$ cat src/sv/gsa_ram.sv
// ----------------------------------------------------------------------------
// gsa_ram
// Simple dual-port RAM: one write port, one read port, registered read.
// ----------------------------------------------------------------------------
module gsa_ram #(
	parameter int W = 8,
	parameter int D = 256
) (
	input  logic                 clk,
	input  logic                 we,
	input  logic [$clog2(D)-1:0] waddr,
	input  logic [W-1:0]         wdata,
	input  logic [$clog2(D)-1:0] raddr,
	output logic [W-1:0]         rdata
);
	logic [W-1:0] mem [D];

	always_ff @(posedge clk) begin
		if (we) begin
			mem[waddr] <= wdata;
		end
		rdata <= mem[raddr];
	end
endmodule

$ cat config.mk
export PLATFORM = sky130hd
export DESIGN_NAME = gsa_ram
export DESIGN_NICKNAME = d
export VERILOG_FILES = /design/src/sv/gsa_ram.sv
export SDC_FILE = /design/constraint.sdc
export NUM_CORES = 2
export LEC_CHECK = 0
export BUFFER_PORTS_ARGS = -buffer_cell sky130_fd_sc_hd__buf_2
export CAP_MARGIN = 20
export CORE_UTILIZATION = 40
export DETAILED_ROUTE_END_ITERATION = 10
export GPL_ROUTABILITY_DRIVEN = 1
export RECOVER_POWER = 50
export SETUP_SLACK_MARGIN = 0.15
export SLEW_MARGIN = 0
export SYNTH_ARGS = -nofsm -noshare
export SYNTH_HDL_FRONTEND = slang
export SYNTH_SLANG_ARGS = --single-unit
export TNS_END_PERCENT = 10
$ cat constraint.sdc
create_clock -name clk -period 2.5 [get_ports clk]
set_input_delay 0.375 -clock clk [delete_from_list [all_inputs] [get_ports clk]]
set_output_delay 0.375 -clock clk [all_outputs]
set_load 0.005 [all_outputs]
==> impl_metrics.json <==
{
  "antenna_found_initial": 11,
  "fp.dieW_microns": 448,
  "routed_wl_mm": 205,
  "clkTransAtPathRegs_ns": 0.06,
  "cts_tree": "yes",
  "clock_path_buffers": 3,
  "setup_ws_ns": 0.0691,
  "dieArea_sq_um": 201000,
  "area_growth_pct": 19.4,
  "synth_area_sq_um": 79600,
  "cap_violations": 4,
  "crit_path_end_kind": "flop",
  "grt_pass1_vias": 41339,
  "finalCriticalPeriod_ns": 2.43,
  "synth_top_area_share_pct": 77.3,
  "slew-limit-headroom_pct": -25.3,
  "synth.yosys.seq_area_share_pct": 77.5,
  "violations": "capacitance limit, slew limit",
  "hold_class": "input pin to flop",
  "fillers": 16240,
  "final_cell_mix": "edfxtp_1, buf_4, mux4_2",
  "path_class": "flop to flop",
  "yosysWarnings": 0,
  "power_density_nw_per_um2": 765,
  "cts_root_buf": "clkbuf_16",
  "htreeDepth": 4,
  "drtAntennaViolNets": 0,
  "grt_pass1_wl_mm": 295,
  "finalCritPeriodShare_pct": 97.2,
  "clk_latency_ns": 0.85,
  "grt_overflow": 0,
  "viasPerCell": 5.60,
  "leakagePower_nw": 30.7,
  "skew_ns": 0.0641,
  "cts_buffers": 205,
  "port-buffer-count": 33,
  "avgSynthCellArea_sq_um": 21.3,
  "synth_edf_count": 2048,
  "drcViolationCount": 0,
  "pre_cts_slack_ns": -1.31,
  "drive_gt1_share_pct": 32.4,
  "irDropWorstVdd_mv": 0.753,
  "synth_top_area_cell": "edfxtp_1",
  "syn-num-nets": 3759,
  "timing_hold_violations_final": 0,
  "synth_cells": 3733,
  "start_kind": "flop",
  "start_util_pct": 40.3,
  "hpwl_mm": 137,
  "fp.dieH_microns": 448,
  "synth.distinct_cells": 55,
  "grt_setup_unrepaired": "true",
  "core-area_sq_um": 197000,
  "cp_data_arrival_time_ns": 3.14,
  "drt-initial-drc-count": 4629,
  "vias": 41152,
  "io_pins": 34,
  "rows": 163,
  "fmax_mhz": 411,
  "grtUsageTotal_pct": 20.5,
  "status": "complete, but fails checks",
  "worstMarginPinSlew_ns": 1.88,
  "layout_commonest_cell": "edfxtp_1",
  "final_nets": 4555,
  "final_max_slew_viol_count": 254,
  "synth-main-ff-cell": "edfxtp_1",
  "cp_data_required_time_ns": 3.20,
  "grt_max_degree": 81,
  "finalSetupViolCount": 0,
  "wl_per_cell_microns": 28.0,
  "async_flop_share_pct": 0,
  "drt-pass1-iter-count": 5,
  "yosys-top-cells-area": "edfxtp_1, mux4_2, mux2i_1",
  "synth-seq-cells": 2056,
  "setup_tns_ns": 0,
  "cts.sinks": 2056,
  "place_congestion": 0.879,
  "critical_path.max_fanout": 1
}
==> routing by layer <==
layer	share of wire (%)	vias to the layer above	GRT usage, %
met3	7.3	274	3.60
met5	0.021	-	0
met1	42	21931	29.1
met4	2.4	6	5.58
met2	48	1653	32.7
li1	-	17288	-
==> worst max-delay path, cell delays in order (launching register included) <==
cell      delay, ns
edfxtp_1       0.37
mux4_2         0.47
o22ai_1        0.16
nor3_1         0.17
buf_4          0.18
nor4_1         0.83
nor4_1         0.10
==> what timing repair did <==
| action | 4_1_cts | 5_1_grt |
|---|---|---|
| setup endpoints to repair | 8 | 8 |
| gates resized for setup | 10 | 16 |
| setup buffers | 0 | 8 |
| pin swaps | 0 | 4 |
| gates cloned | 0 | 1 |
| hold buffers | 8 | 0 |
| endpoints found under the hold margin | 261 | 0 |
==> cells in the mapped netlist, types with 24 or more instances <==
cell type / count
edfxtp_1: 2048
mux4_2: 454
nor2_1: 282
mux2i_1: 134
a22oi_1: 133
clkbuf_1: 111
a21oi_1: 96
o221ai_1: 46
nand3_1: 34
nand2_1: 33
buf_2: 31
nor2b_1: 31
o22ai_1: 28
buf_4: 27
nor4_1: 24
==> cells by family after synthesis <==
kind of cell | share of synthesized area, %
DFF | 77.5
AOI/OAI and AO/OA | 3.42
buffers and inverters | 1.83
and+or+nand+nor | 2.63
muxes | 14.6
==> per-stage QoR <==
step                      total power [mW]  instance area, sq um  instances  utilization [%]  hold slack [ns]
final                                 72.7                 95000       7343             48.1            0.233
after global routing                  74.6                 95000       7343             48.1            0.201
after CTS                             73.3                 95300       7332             48.3            0.172
after detailed placement              42.9                 88500       6945             44.8            0.827
after global placement                42.9                 88500       6945             44.8            0.822
after floorplan                       40.6                 79600       3733                -            0.474
==> final cells by class <==
class	count	area [sq um]	area share, %
repair buffers	822	6750	7.10
clock inverters	132	1370	1.44
flip-flops and latches	2056	61700	64.9
clock buffers	247	5330	5.61
inverters	2	7.51	0.00790
well taps	2640	3300	3.48
diodes	2	5.00	0.00527
multi-input cells	1442	16600	17.5
==> final timing paths <==
path | startpoint | endpoint | slack, ns | cells past startpoint
setup reg to reg | mem[235][4]$_DFFE_PP_ | rdata[4]$_DFF_P_ | 0.07 | 6
hold reg to reg | mem[5][0]$_DFFE_PP_ | rdata[0]$_DFF_P_ | 1.11 | 6
setup / recovery | mem[235][4]$_DFFE_PP_ | rdata[4]$_DFF_P_ | 0.07 | 6
hold / removal | waddr[1] | mem[167][5]$_DFFE_PP_ | 0.23 | 3
==> power by group <==
group	total, mW	internal [mW]	switching (mW)
logic	4.11	1.67	2.43
registers	38.1	38.0	0.0827
clock network	30.5	17.5	13.0
total	72.7	57.2	15.5
==> flip-flops by register name, indices dropped and copies added, names as in the netlist <==
signal  count
mem      2048
rdata       8
No activity file was read; power rests on OpenSTA's default activity.
